[src/hdl/lrupr_pkg.sv]
// Shared types and constants for the LRU page replacement block.
// No dependencies; used by lrupr_ctrl, lrupr_dpath and lru_page_replacement.
`default_nettype none

package lrupr_pkg;

  localparam int unsigned PAGE_W  = 16;
  localparam int unsigned STAMP_W = 32;
  localparam int unsigned COUNT_W = 32;
  localparam int unsigned OIDX_W  = 4;
  localparam int unsigned CFG_W   = 5;

  localparam logic [CFG_W-1:0]   CFG_RESET = 5'd16;
  localparam logic [STAMP_W-1:0] STAMP_MAX = '1;
  localparam logic [COUNT_W-1:0] COUNT_MAX = '1;

  typedef enum logic [1:0] {
    ST_IDLE,
    ST_SCAN,
    ST_COMMIT
  } state_e;

  // controller -> datapath
  typedef struct packed {
    logic start;   // latch reference, advance use clock, restart scan
    logic scan;    // step the frame scan by one frame
    logic commit;  // update the chosen frame and load the result register
  } cmd_t;

  // datapath -> controller
  typedef struct packed {
    logic scan_done;  // all active frames compared, no read in flight
  } sts_t;

endpackage

`default_nettype wire

[src/hdl/lrupr_ctrl.sv]
// Controller state machine for the LRU page replacement block.
// Depends on lrupr_pkg; drives lrupr_dpath through cmd_t, reads sts_t.
`default_nettype none

module lrupr_ctrl (
  input  wire logic          clk_i,
  input  wire logic          rst_ni,
  input  wire logic          in_valid_i,
  output logic               in_ready_o,
  output logic               out_valid_o,
  input  wire logic          out_ready_i,
  input  wire lrupr_pkg::sts_t sts_i,
  output lrupr_pkg::cmd_t    cmd_o
);
  import lrupr_pkg::*;

  state_e state_q, state_d;
  logic   out_valid_q, out_valid_d;
  logic   slot_free;

  assign slot_free = !out_valid_q || out_ready_i;

  always_ff @(posedge clk_i or negedge rst_ni) begin
    if (!rst_ni) begin
      state_q     <= ST_IDLE;
      out_valid_q <= 1'b0;
    end else begin
      state_q     <= state_d;
      out_valid_q <= out_valid_d;
    end
  end

  always_comb begin
    state_d     = state_q;
    cmd_o       = '0;
    in_ready_o  = 1'b0;
    out_valid_d = out_valid_q && !out_ready_i;
    case (state_q)
      ST_IDLE: begin
        in_ready_o = 1'b1;
        if (in_valid_i) begin
          cmd_o.start = 1'b1;
          state_d     = ST_SCAN;
        end
      end
      ST_SCAN: begin
        cmd_o.scan = 1'b1;
        if (sts_i.scan_done) begin
          state_d = ST_COMMIT;
        end
      end
      ST_COMMIT: begin
        // hold the update until the result register can take it
        if (slot_free) begin
          cmd_o.commit = 1'b1;
          out_valid_d  = 1'b1;
          state_d      = ST_IDLE;
        end
      end
      default: begin
        state_d = ST_IDLE;
      end
    endcase
  end

  assign out_valid_o = out_valid_q;

endmodule

`default_nettype wire

[src/hdl/lrupr_dpath.sv]
// Datapath for the LRU page replacement block: frame memories, scan, stamps.
// Depends on lrupr_pkg; controlled by lrupr_ctrl through cmd_t and sts_t.
`default_nettype none

module lrupr_dpath #(
  parameter int unsigned FRAMES = 16
) (
  input  wire logic                            clk_i,
  input  wire logic                            rst_ni,
  input  wire lrupr_pkg::cmd_t                 cmd_i,
  output lrupr_pkg::sts_t                      sts_o,
  input  wire logic                            cfg_we_i,
  input  wire logic [lrupr_pkg::CFG_W-1:0]     cfg_data_i,
  input  wire logic [lrupr_pkg::PAGE_W-1:0]    page_i,
  output logic                                 res_hit_o,
  output logic [lrupr_pkg::OIDX_W-1:0]         res_idx_o,
  output logic [lrupr_pkg::COUNT_W-1:0]        res_faults_o
);
  import lrupr_pkg::*;

  localparam int unsigned FIDX_W = (FRAMES > 1) ? $clog2(FRAMES) : 1;
  localparam int unsigned CNT_W  = $clog2(FRAMES + 1);
  localparam logic [CNT_W-1:0] N_MAX = CNT_W'(FRAMES);

  // frame memories: one read and one write port each
  logic [PAGE_W-1:0]  page_mem  [FRAMES];
  logic [STAMP_W-1:0] stamp_mem [FRAMES];
  logic [FRAMES-1:0]  valid_q;

  logic [CFG_W-1:0]   cfg_q;
  logic [CNT_W-1:0]   n_active;

  logic [PAGE_W-1:0]  page_q;
  logic [STAMP_W-1:0] clock_q;
  logic [COUNT_W-1:0] faults_q;

  logic [CNT_W-1:0]   addr_q;
  logic               rd_vld_q;
  logic [FIDX_W-1:0]  rd_idx_q;
  logic [PAGE_W-1:0]  rd_page_q;
  logic [STAMP_W-1:0] rd_stamp_q;

  logic               hit_q, empty_q, old_set_q;
  logic [FIDX_W-1:0]  hit_idx_q, empty_idx_q, old_idx_q;
  logic [STAMP_W-1:0] old_stamp_q;

  logic               rd_valid_bit;
  logic               scan_more;
  logic [FIDX_W-1:0]  chosen;

  always_comb begin
    if (cfg_q == '0) begin
      n_active = CNT_W'(1);
    end else if (32'(cfg_q) > 32'(FRAMES)) begin
      n_active = N_MAX;
    end else begin
      n_active = CNT_W'(cfg_q);
    end
  end

  assign scan_more    = addr_q != n_active;
  assign rd_valid_bit = valid_q[rd_idx_q];
  assign sts_o.scan_done = !scan_more && !rd_vld_q;

  always_comb begin
    if (hit_q) begin
      chosen = hit_idx_q;
    end else if (empty_q) begin
      chosen = empty_idx_q;
    end else begin
      chosen = old_idx_q;
    end
  end

  // control state
  always_ff @(posedge clk_i or negedge rst_ni) begin
    if (!rst_ni) begin
      cfg_q    <= CFG_RESET;
      valid_q  <= '0;
      clock_q  <= '0;
      faults_q <= '0;
      addr_q   <= '0;
      rd_vld_q <= 1'b0;
    end else begin
      if (cfg_we_i) begin
        cfg_q <= cfg_data_i;
      end
      if (cmd_i.start) begin
        addr_q   <= '0;
        rd_vld_q <= 1'b0;
        if (clock_q != STAMP_MAX) begin
          clock_q <= clock_q + STAMP_W'(1);
        end
      end else if (cmd_i.scan) begin
        rd_vld_q <= scan_more;
        if (scan_more) begin
          addr_q <= addr_q + CNT_W'(1);
        end
      end
      if (cmd_i.commit && !hit_q) begin
        valid_q[chosen] <= 1'b1;
        if (faults_q != COUNT_MAX) begin
          faults_q <= faults_q + COUNT_W'(1);
        end
      end
    end
  end

  // memory reads, one frame per cycle
  always_ff @(posedge clk_i) begin
    if (cmd_i.scan && scan_more) begin
      rd_page_q  <= page_mem[addr_q[FIDX_W-1:0]];
      rd_stamp_q <= stamp_mem[addr_q[FIDX_W-1:0]];
      rd_idx_q   <= addr_q[FIDX_W-1:0];
    end
  end

  // memory writes at commit
  always_ff @(posedge clk_i) begin
    if (cmd_i.commit) begin
      stamp_mem[chosen] <= clock_q;
      if (!hit_q) begin
        page_mem[chosen] <= page_q;
      end
    end
  end

  // running search results; first match, first empty, oldest stamp (strict <)
  always_ff @(posedge clk_i or negedge rst_ni) begin
    if (!rst_ni) begin
      hit_q     <= 1'b0;
      empty_q   <= 1'b0;
      old_set_q <= 1'b0;
    end else if (cmd_i.start) begin
      hit_q     <= 1'b0;
      empty_q   <= 1'b0;
      old_set_q <= 1'b0;
    end else if (rd_vld_q) begin
      if (rd_valid_bit && rd_page_q == page_q && !hit_q) begin
        hit_q <= 1'b1;
      end
      if (!rd_valid_bit && !empty_q) begin
        empty_q <= 1'b1;
      end
      if (rd_valid_bit) begin
        old_set_q <= 1'b1;
      end
    end
  end

  always_ff @(posedge clk_i) begin
    if (cmd_i.start) begin
      page_q <= page_i;
    end
    if (rd_vld_q) begin
      if (rd_valid_bit && rd_page_q == page_q && !hit_q) begin
        hit_idx_q <= rd_idx_q;
      end
      if (!rd_valid_bit && !empty_q) begin
        empty_idx_q <= rd_idx_q;
      end
      if (rd_valid_bit && (!old_set_q || rd_stamp_q < old_stamp_q)) begin
        old_idx_q   <= rd_idx_q;
        old_stamp_q <= rd_stamp_q;
      end
    end
  end

  // result register
  always_ff @(posedge clk_i) begin
    if (cmd_i.commit) begin
      res_hit_o    <= hit_q;
      res_idx_o    <= OIDX_W'(chosen);
      res_faults_o <= (!hit_q && faults_q != COUNT_MAX) ? faults_q + COUNT_W'(1)
                                                        : faults_q;
    end
  end

endmodule

`default_nettype wire

[src/hdl/lru_page_replacement.sv]
// Channel   Dir  Signals                         Payload
// s_axis    in   tvalid/tready/tdata[15:0]       page_number
// m_axis    out  tvalid/tready/tuser, tdata[39:0] hit; frame_index, fault_total
// cfg       in   cfg_wr_en_i/cfg_wr_data_i[4:0]  frames_in_use
//
// After accept, a reference scans the n active frames, n being the active
// frame count: the frame memories have one read port and are scanned one
// frame per cycle, then a commit step updates the chosen frame.
// A new reference is accepted while the previous result still waits on m_axis;
// its update waits until the result register is free.
// Reset clears valid marks, use clock and fault count; no clearing pass.
// Depends on lrupr_pkg, lrupr_ctrl, lrupr_dpath.
`default_nettype none

module lru_page_replacement #(
  parameter int unsigned FRAMES = 16
) (
  input  wire logic        clk_i,
  input  wire logic        rst_ni,
  input  wire logic        cfg_wr_en_i,
  input  wire logic [4:0]  cfg_wr_data_i,   // frames_in_use
  input  wire logic        s_axis_tvalid,
  output logic             s_axis_tready,
  input  wire logic [15:0] s_axis_tdata,    // [15:0] page_number
  output logic             m_axis_tvalid,
  input  wire logic        m_axis_tready,
  output logic [39:0]      m_axis_tdata,    // [3:0] frame_index, [35:4] fault_total, rest 0
  output logic             m_axis_tuser     // hit
);
  import lrupr_pkg::*;

  cmd_t               cmd;
  sts_t               sts;
  logic               res_hit;
  logic [OIDX_W-1:0]  res_idx;
  logic [COUNT_W-1:0] res_faults;

  lrupr_ctrl u_ctrl (
    .clk_i       (clk_i),
    .rst_ni      (rst_ni),
    .in_valid_i  (s_axis_tvalid),
    .in_ready_o  (s_axis_tready),
    .out_valid_o (m_axis_tvalid),
    .out_ready_i (m_axis_tready),
    .sts_i       (sts),
    .cmd_o       (cmd)
  );

  lrupr_dpath #(
    .FRAMES (FRAMES)
  ) u_dpath (
    .clk_i        (clk_i),
    .rst_ni       (rst_ni),
    .cmd_i        (cmd),
    .sts_o        (sts),
    .cfg_we_i     (cfg_wr_en_i),
    .cfg_data_i   (cfg_wr_data_i),
    .page_i       (s_axis_tdata),
    .res_hit_o    (res_hit),
    .res_idx_o    (res_idx),
    .res_faults_o (res_faults)
  );

  assign m_axis_tuser = res_hit;
  assign m_axis_tdata = {4'b0000, res_faults, res_idx};

`ifndef ASSERT_OFF
  // an accepted reference keeps the input closed for the next cycle
  a_busy_after_accept: assert property (@(posedge clk_i) disable iff (!rst_ni)
    (s_axis_tvalid && s_axis_tready) |=> !s_axis_tready)
    else $error("input ready right after an accepted reference");

  // commit only after the scan has drained
  a_commit_after_scan: assert property (@(posedge clk_i) disable iff (!rst_ni)
    cmd.commit |-> sts.scan_done)
    else $error("frame update before scan finished");

  // every commit presents a result
  a_commit_shows_result: assert property (@(posedge clk_i) disable iff (!rst_ni)
    cmd.commit |=> m_axis_tvalid)
    else $error("commit without result");

  // a commit never overwrites a result that was not taken
  a_no_overwrite: assert property (@(posedge clk_i) disable iff (!rst_ni)
    cmd.commit |-> (!m_axis_tvalid || m_axis_tready))
    else $error("result overwritten");
`endif

endmodule

`default_nettype wire
[config.mk]
export PLATFORM = sky130hd
export DESIGN_NAME = lru_page_replacement
export DESIGN_NICKNAME = d
export VERILOG_FILES = /design/src/hdl/lrupr_pkg.sv /design/src/hdl/lrupr_ctrl.sv /design/src/hdl/lrupr_dpath.sv /design/src/hdl/lru_page_replacement.sv
export SDC_FILE = /design/constraint.sdc
export NUM_CORES = 1
export LEC_CHECK = 0
export ABC_AREA = 0
export BUFFER_PORTS_ARGS = -buffer_cell sky130_fd_sc_hd__buf_2
export CAP_MARGIN = 20
export CORE_ASPECT_RATIO = 1.5
export CORE_MARGIN = 4
export CORE_UTILIZATION = 33
export CTS_CLUSTER_DIAMETER = 100
export DETAILED_ROUTE_END_ITERATION = 7
export HOLD_SLACK_MARGIN = 0.05
export SLEW_MARGIN = 25
export SYNTH_ARGS = -nofsm -noshare
export SYNTH_HDL_FRONTEND = slang
export SYNTH_SLANG_ARGS = --single-unit
[constraint.sdc]
create_clock -name clk_i -period 5 [get_ports clk_i]
set_input_delay 0.5 -clock clk_i [delete_from_list [all_inputs] [get_ports clk_i]]
set_output_delay 0.5 -clock clk_i [all_outputs]
set_load 0.02 [all_outputs]
# Word-level counts from Yosys, hierarchy flattened
# Memory sizes are Yosys's and may differ from the RTL's. A register that Yosys moved wholly into a read port is not among the register bits.
# Cells that the tools add are included.
# totals
regBits	198
ramBits	768
inputBits	26
output_inout_bits	43
elab_cells	118
mem_count	2
# classes
n_addsub	3
n_lt_le_gt_ge	5
n_eq_ne	9
n_mux	40
n_bitwise	1
n_reduce_logical	38
# memory_table
name	words	width	rd	rd_ports_with_merged_regs	write_ports	line	rtl
u_dpath.stamp_mem	16	32	1	1	1	lrupr_dpath.sv:27	logic [STAMP_W-1:0] stamp_mem [FRAMES];
u_dpath.page_mem	16	16	1	1	1	lrupr_dpath.sv:26	logic [PAGE_W-1:0] page_mem [FRAMES];
# ops
cell	count
$add 32x1->32 const B	2
$ne 32x32->1 const B	2
$lt 32x32->1	1
$mux 32	1
$mux 1	26
$mux 5	5
$reduce_and 2->1	9
$eq 16x16->1	1
$or 16x16->16	1
$reduce_bool 2->1	6
$logic_and 1x1->1	10
$lt 4x5->1 const B	2
$logic_not 1->1	8
$mux 4	2
$mux 2	3
$pmux 2 s3	1
$add 5x1->5 const B	1
$gt 5x5->1 const B	1
$logic_not 5->1	1
$ne 5x5->1	1
$bmux 1 s4	1
$demux 1 s4	1
$ge 4x1->1 const B	1
$ne 2x2->1 const B	2
6 further kinds	7

# Logic depth before layout (Yosys ltp)
# Gate-level depths: netlist of run 1.
# logic_depth
ltp_word	8
depth_mapped	9
ltp_nobuf	8

# By module
# Synthesis of run 1 repeated with hierarchy kept, for this count alone.
# unflattened
cells_unflattened	2262
hier_area_um2	40000.9
# modules_own_cells
module	n_inst	cells_per_inst	area_each_um2	seq_area_each_um2
lrupr_dpath	1	2243	39808.2	29889.9
lrupr_ctrl	1	14	158.9	75.1
lru_page_replacement	1	5	33.8	0.0

# Least setup slack after synthesis of run 1
# No wires, ideal clock.
# synth_path
path_kind	register to register
start	register u_dpath.rd_stamp_q[2], read port of u_dpath.stamp_mem
end	register u_dpath.old_idx_q[0], enable pin
setup_ns	0.451
arrival_time_ns	3.333
required_time_ns	4.549
setup_slack_ns	1.216
stages_incl_launch_ff	8
path_buffers	0
period_less_slack_ns	3.784
path_cell_list	edfxtp_1 ha_1 a211o_1 a31oi_1 o221ai_1 a211oi_1 o31ai_1 a31oi_1
# synth_via
elab_chain_cells	4
# synth_rtl
element	line	rtl
start: declaration	lrupr_dpath.sv:41	logic [STAMP_W-1:0] rd_stamp_q;
$lt 32x32->1	lrupr_dpath.sv:162	if (rd_valid_bit && (!old_set_q || rd_stamp_q < old_stamp_q)) begin
$logic_or 1x1->1	lrupr_dpath.sv:162	
$logic_and 1x1->1	lrupr_dpath.sv:162	
$reduce_and 2->1 (no line)	n/a	
end signal: assignment	lrupr_dpath.sv:163	old_idx_q <= rd_idx_q;
end: declaration	lrupr_dpath.sv:44	logic [FIDX_W-1:0] hit_idx_q, empty_idx_q, old_idx_q;
# No other way between the ends.
# A chain may end at the register's enable or synchronous reset.

# Worst setup path after layout of run 1
# layout_path
start	register u_dpath.rd_stamp_q[4], read port of u_dpath.stamp_mem
end	register u_dpath.old_idx_q[2], enable pin
# Same word-level chain as after synthesis.

==> results of run 1 <==
-- worst max-delay path, delay by kind of cell (launching register included) --
family | cells | cell delay [ps]
fa+ha+maj | 1 | 310
flops | 1 | 470
compound gates | 4 | 1500
buf+inv | 1 | 320
simple gates | 2 | 390
-- through the flow --
step	hold WS (ps)	utilization, %
detailed placement	428	35.4
finish	77.6	38.1
CTS	52.6	38.1
floorplan	204	-
global route	64.7	38.1
global placement	432	35.4
-- cell usage after synthesis (9+ instances only) --
cell and number:
a21oi_1 13, dfrtp_1 96, ha_1 34, nand4_1 28, nor3_1 41, nor2_1 66
xnor2_1 60, nand2b_1 11, inv_1 37, nand2_1 68, edfxtp_1 917, clkbuf_1 39
a21o_1 10, nand3_1 31, mux4_2 244, or2_2 12, xor2_1 51, buf_2 27
mux2i_1 9
-- registers in the layout, summed over array words and instances (netlist names), 5 cells and up --
register / flops
u_dpath.faults_q: 32
u_dpath.rd_page_q: 16
u_dpath.res_faults_o: 32
u_dpath.valid_q: 16
u_dpath.rd_stamp_q: 32
u_dpath.stamp_mem: 512
u_dpath.addr_q: 5
u_dpath.cfg_q: 5
u_dpath.page_q: 16
u_dpath.old_stamp_q: 32
u_dpath.clock_q: 32
u_dpath.page_mem: 256
-- area by class of cell --
class | count | area, um^2
repair buffers | 134 | 1000
clock inverters | 45 | 402
flip-flops and latches | 1014 | 30000
fillers | 10700 | 73400
inverters | 39 | 146
well taps | 1570 | 1960
clock buffers | 127 | 2620
multi-input cells | 758 | 9150
-- cells by family (layout without fill, tap and decap cells) --
kind of cell               after synthesis  in the layout  synth area share [%]
AOI/OAI and AO/OA                       46             46                 0.763
xor gates and xnor gates               111            111                  2.47
adders and majority gates               34             34                  1.08
buffers and inverters                  117            345                  1.26
DFF                                   1014           1014                  76.1
muxes                                  261            261                  14.4
other                                    1              4               0.00952
and+or+nand+nor                        302            302                  3.90
-- path summary, 6_finish.rpt --
path                            cells after the start  slack, ps                  start                endpoint
worst min-delay path                                1         80       s_axis_tdata[12]      u_dpath.page_q[12]
min in group asynchronous                           2        470                 rst_ni    u_dpath.faults_q[22]
max in group asynchronous                           3       3340                 rst_ni       u_dpath.addr_q[3]
worst max-delay path                                8       1640  u_dpath.rd_stamp_q[4]    u_dpath.old_idx_q[2]
worst max register to register                      8       1640  u_dpath.rd_stamp_q[4]    u_dpath.old_idx_q[2]
worst min register to register                      0        450  u_dpath.rd_stamp_q[0]  u_dpath.old_stamp_q[0]
-- power groups by stage --
stage	Combinational (mW)	Clock, mW	Sequential, mW
detailed placement	4.40	0	10.6
finish	4.30	7.03	10.4
global placement	4.34	0	10.6
CTS	4.43	7.21	10.4
global route	4.65	7.54	10.5
floorplan	3.48	0	10.2
-- layer usage --
metal  part of all wire [%]  global-route usage, %
met5                      0                      0
met4                    3.0                   5.19
met3                    3.7                   1.58
met2                     55                   26.0
met1                     38                   16.4
-- cell usage in the layout (no fill, tap or decap), drive strengths merged, types with 42 or more instances in the layout --
| cell | n |
|---|---|
| edfxtp | 917 |
| mux4 | 244 |
| clkbuf | 127 |
| buf | 117 |
| dfrtp | 96 |
| nand2 | 68 |
| nor2 | 66 |
| xnor2 | 60 |
| xor2 | 51 |
| inv | 43 |
| nor3 | 42 |
-- what timing repair did --
item                      4_1_cts  5_1_grt
hold endpoints to repair       69        0
hold buffers                   17        0
setup buffers                   0        0
gates resized for setup         0        0
==> impl_metrics.ini, run 1 <==
[sta]
clock-skew-final_ps = 27.9
tightest_slew_ps = 976
setup_tns_ps = 0
fin_crit_sh_pct = 67.2
finalHoldViolCount = 0
relSlewSlack_pct = 34.7
fmax_ghz = 0.298
slew_viol_final = 0
rsz0062_at_grt = no
setup_viol = 0
finalCriticalPeriod_ps = 3360
worst_slack_ps = 1640

[pwr]
power_switching_mw = 5.63
clkPwrFrac_pct = 32.4
p_leak_nw = 15.7
p_sw_share_pct = 25.9
combinationalPowerShare_pct = 19.8
irDropWorstVdd_v = 0.000420
p_seq_share_pct = 47.8
power_density_nw_per_um2 = 480
power_mw = 21.7
intPower_mw = 16.1

[synthesis]
avgSynthCellArea_um2 = 20.9
synth_top_cell_by_area = edfxtp_1
async_flop_share_pct = 9.57
synth_ff_type = edfxtp_1
synth_area_leaders = edfxtp_1 (70%), mux4_2 (14%), dfrtp_1 (6.1%), xnor2_1 (1.3%), xor2_1 (1.1%)
yosysTopAreaCellShare_pct = 69.9
postSynthRegisterBits = 1014
yosys_warnings = 0
yosysSeqAreaShare_pct = 76.1
syn_area_um2 = 39400
synth_cell_types = 59
synth_edf_count = 917
syn_inst = 1886

[clocking]
clk_latency_ps = 670
cts_max_level = 3
cts_tree = done
clk_path_buf_depth = 3
clock_sinks = 1014
root_buffer = clkbuf_16
numCtsBuffers = 93
clkTransAtPathRegs_ps = 60

[global_route]
track_usage_pct = 13.9
antenna_found_initial = 0
grt_pass1_vias = 19800
grt_max_degree = 105
overflow = 0
grt_pass1_wl_mm = 131

[flow_run]
maxCapViolations = 0

[routing]
wirelength_mm = 87.4
wl_per_cell_um = 23.7
drc = 0
drtIter0Drc = 1508
route.vias.total = 18400
drt-pass1-iter-count = 5
antenna_left = 0
vias_per_cell = 4.98

[die]
dieArea_um2 = 125000
coreArea_um2 = 119000
start_util_pct = 33.2
fp.dieW_um = 290
pin_count = 69
rows = 155
die_y_um = 431

[cells_and_area]
num-nets-final = 2100
drive_above_1_share_pct = 27.2
fin_cells = 3687
area_delta_synth_final_pct = 14.9
final_area_um2 = 45300
antenna_cells = 0

[placement]
port_buffers = 64
place_area_um2 = 42100
placed_cells_incl_taps = 3498
gp_congestion = 0.758
place_ws_ps = 1460
dp_hpwl_mm = 51.5

[critical_path]
worstPathMaxFanout = 36
worstPathArrival_ps = 3700
max_stage_delay_ps = 820
crit_path_start_kind = flop
worstPathRequired_ps = 5340
crit_path_end_kind = flop
worstPathCellList = ha_1, nand2_1, or3_1, o221ai_1, a211oi_1, o31ai_1, a31oi_4, buf_4
crit_type = reg -> reg
crit_slowest_cell = o31ai_1

[hold_path]
hp-class = in -> reg

[run_status]
status = completed
No activity file was read; power rests on OpenSTA's default activity.
==> run 2: changes to the inputs <==
==> constraint.sdc (replaced) <==
create_clock -name clk_i -period 3.1 [get_ports clk_i]
set_input_delay 0.31 -clock clk_i [delete_from_list [all_inputs] [get_ports clk_i]]
set_output_delay 0.31 -clock clk_i [all_outputs]
set_load 0.02 [all_outputs]
==> run 2 against run 1 <==
Against the previous run: global-route usage grew 0.069 points; final cell count up 1.9%; cell area grew 1.8%; sequential cell count is the same; total power increased by 63%; largest cell class unchanged.
==> impl_metrics.ini, run 2 (synthesized netlist as in run 1, its figures left out) <==
[critical_path]
critPathTopFamily = compound AO/OA/AOI/OAI gates
worstPathArrival_ps = 3170
crit_type = reg -> reg
cp_num_buf_inv = 1
max_stage_delay_ps = 400
crit_path_end_kind = flop
worstPathCellList = ha_1, a211o_1, a31oi_1, o221ai_1, a211oi_2, o31ai_2, a31oi_4, buf_12
r2r-end = u_dpath.old_stamp_q[19]
crit_slowest_cell = edfxtp_1
r2r_cells = 8
worstPathMaxFanout = 36
crit_path_start_kind = flop
reg2reg_from = u_dpath.rd_stamp_q[2]
r2r_setup_slack_ps = 280
worstPathRequired_ps = 3450

[sta]
setup_tns_ps = 0
setup_viol = 0
tightest_slew_ps = 1000
finalHoldViolCount = 0
rsz0062_at_grt = no
clock-skew-final_ps = 25.3
fmax_ghz = 0.354
fin_crit_sh_pct = 91.0
slew_viol_final = 0
relSlewSlack_pct = 33.1
finalCriticalPeriod_ps = 2820

[global_route]
grt_max_degree = 60
overflow = 0
grt_pass1_wl_mm = 132
antenna_found_initial = 3
grt_pass1_vias = 20000
track_usage_pct = 14.0

[routing]
wirelength_mm = 87.2
wl_per_cell_um = 23.2
vias_per_cell = 4.97
drtIter0Drc = 1463
route.vias.total = 18700
antenna_left = 0
drc = 0
drt-pass1-iter-count = 5

[cells_and_area]
mostFrequentLayoutCell = edfxtp_1
largest_register_ffs = 512
antenna_cells = 0
final_area_um2 = 46100
drive_above_1_share_pct = 29.0
area_delta_synth_final_pct = 17.0
regMostFlops = u_dpath.stamp_mem
fillers = 10600
regArea_um2 = 30000
largestRegisters = u_dpath.stamp_mem x512, u_dpath.page_mem x256
multiInputGateArea_um2 = 9160
num-nets-final = 2171
layout_common_cells = edfxtp_1 (917), mux4_2 (244), clkbuf_16 (94)

[clocking]
numCtsBuffers = 92
clkTransAtPathRegs_ps = 60
cts_setup_buffers = 0
root_buffer = clkbuf_16
cts_tree = done
clk_latency_ps = 680
clock_sinks = 1014
cts_max_level = 3
clk_path_buf_depth = 3

[die]
rows = 155
pin_count = 69
coreArea_um2 = 119000
die_y_um = 431
start_util_pct = 33.2
dieArea_um2 = 125000
fp.dieW_um = 290

[pwr]
p_sw_share_pct = 25.9
power_density_nw_per_um2 = 770
intPower_mw = 26.3
clkPwrFrac_pct = 32.0
irDropWorstVdd_v = 0.000575
p_leak_nw = 16.1
power_switching_mw = 9.19
p_seq_share_pct = 46.2
combinationalPowerShare_pct = 21.8

[flow_run]
maxCapViolations = 0

[placement]
port_buffers = 64
place_area_um2 = 42800
gp_congestion = 0.757
dp_hpwl_mm = 52.3

[run_status]
status = completed

[hold_path]
hp-class = in -> async
==> run 2: cell type report <==
class,count,share of cell area [%]
Sequential cell,1014,65.1
Multi-Input combinational cell,758,19.9
Clock buffer,124,5.46
Tap cell,1570,4.26
Timing Repair Buffer,206,3.97
Clock inverter,45,1.03
Inverter,39,0.318
==> run 2: metrics by stage <==
| stage | hold WS (ps) | worst slack [ps] | std cells | power (mW) | util [%] |
|---|---|---|---|---|---|
| finish | 281 | 278 | 3756 | 35.5 | 38.8 |
| global route | 326 | 154 | 3756 | 37.1 | 38.8 |
| CTS | 286 | 176 | 3756 | 36.0 | 38.8 |
| detailed placement | 429 | -93.7 | 3557 | 24.5 | 36.0 |
| global placement | 433 | -72.7 | 3557 | 24.4 | 36.0 |
| floorplan | 14.4 | -287 | 1889 | 22.0 | - |
==> run 2: power groups by stage <==
stage,sequential [mW],combinational [mW],clock [mW]
after floorplan,16.4,5.63,0
final,16.4,7.74,11.3
after detailed placement,16.7,7.86,0
after CTS,16.4,7.93,11.6
after global routing,16.5,8.38,12.2
after global placement,16.7,7.71,0
==> run 2: routing by layer <==
| metal | GRT usage [%] | part of all wire, % | routed length, um |
|---|---|---|---|
| met1 | 16.7 | 38 | 33400 |
| met2 | 25.5 | 54 | 47500 |
| met3 | 2.26 | 4.2 | 3690 |
| met4 | 4.78 | 3.0 | 2590 |
| met5 | 0 | 0.030 | 26 |
==> run 2: how the worst max path moves through the flow <==
stage                           from                 endpoint  slack (ps)  cells past startpoint
2_1_floorplan      u_ctrl.state_q[0]  u_dpath.stamp_mem[1][0]        -290                      5
3_3_place_gp   u_dpath.rd_stamp_q[3]  u_dpath.old_stamp_q[19]         -70                      8
3_5_place_dp   u_dpath.rd_stamp_q[3]     u_dpath.old_idx_q[3]         -90                      8
4_1_cts        u_dpath.rd_stamp_q[3]  u_dpath.old_stamp_q[19]         180                      8
5_1_grt        u_dpath.rd_stamp_q[2]  u_dpath.old_stamp_q[19]         150                      8
6_report       u_dpath.rd_stamp_q[2]  u_dpath.old_stamp_q[19]         280                      8
==> run 2: worst reg2reg max path: cells and delay by family, from the launching register on <==
family,cells,cell delay (ps)
flops,1,400
fa+ha+maj,1,310
buf+inv,1,260
compound gates,6,1520
==> run 2: what timing repair did <==
item                                    4_1_cts  5_1_grt
endpoints found under the setup margin       36        0
hold buffers                                 30        0
gates resized for setup                       2        0
hold endpoints to repair                     79        0
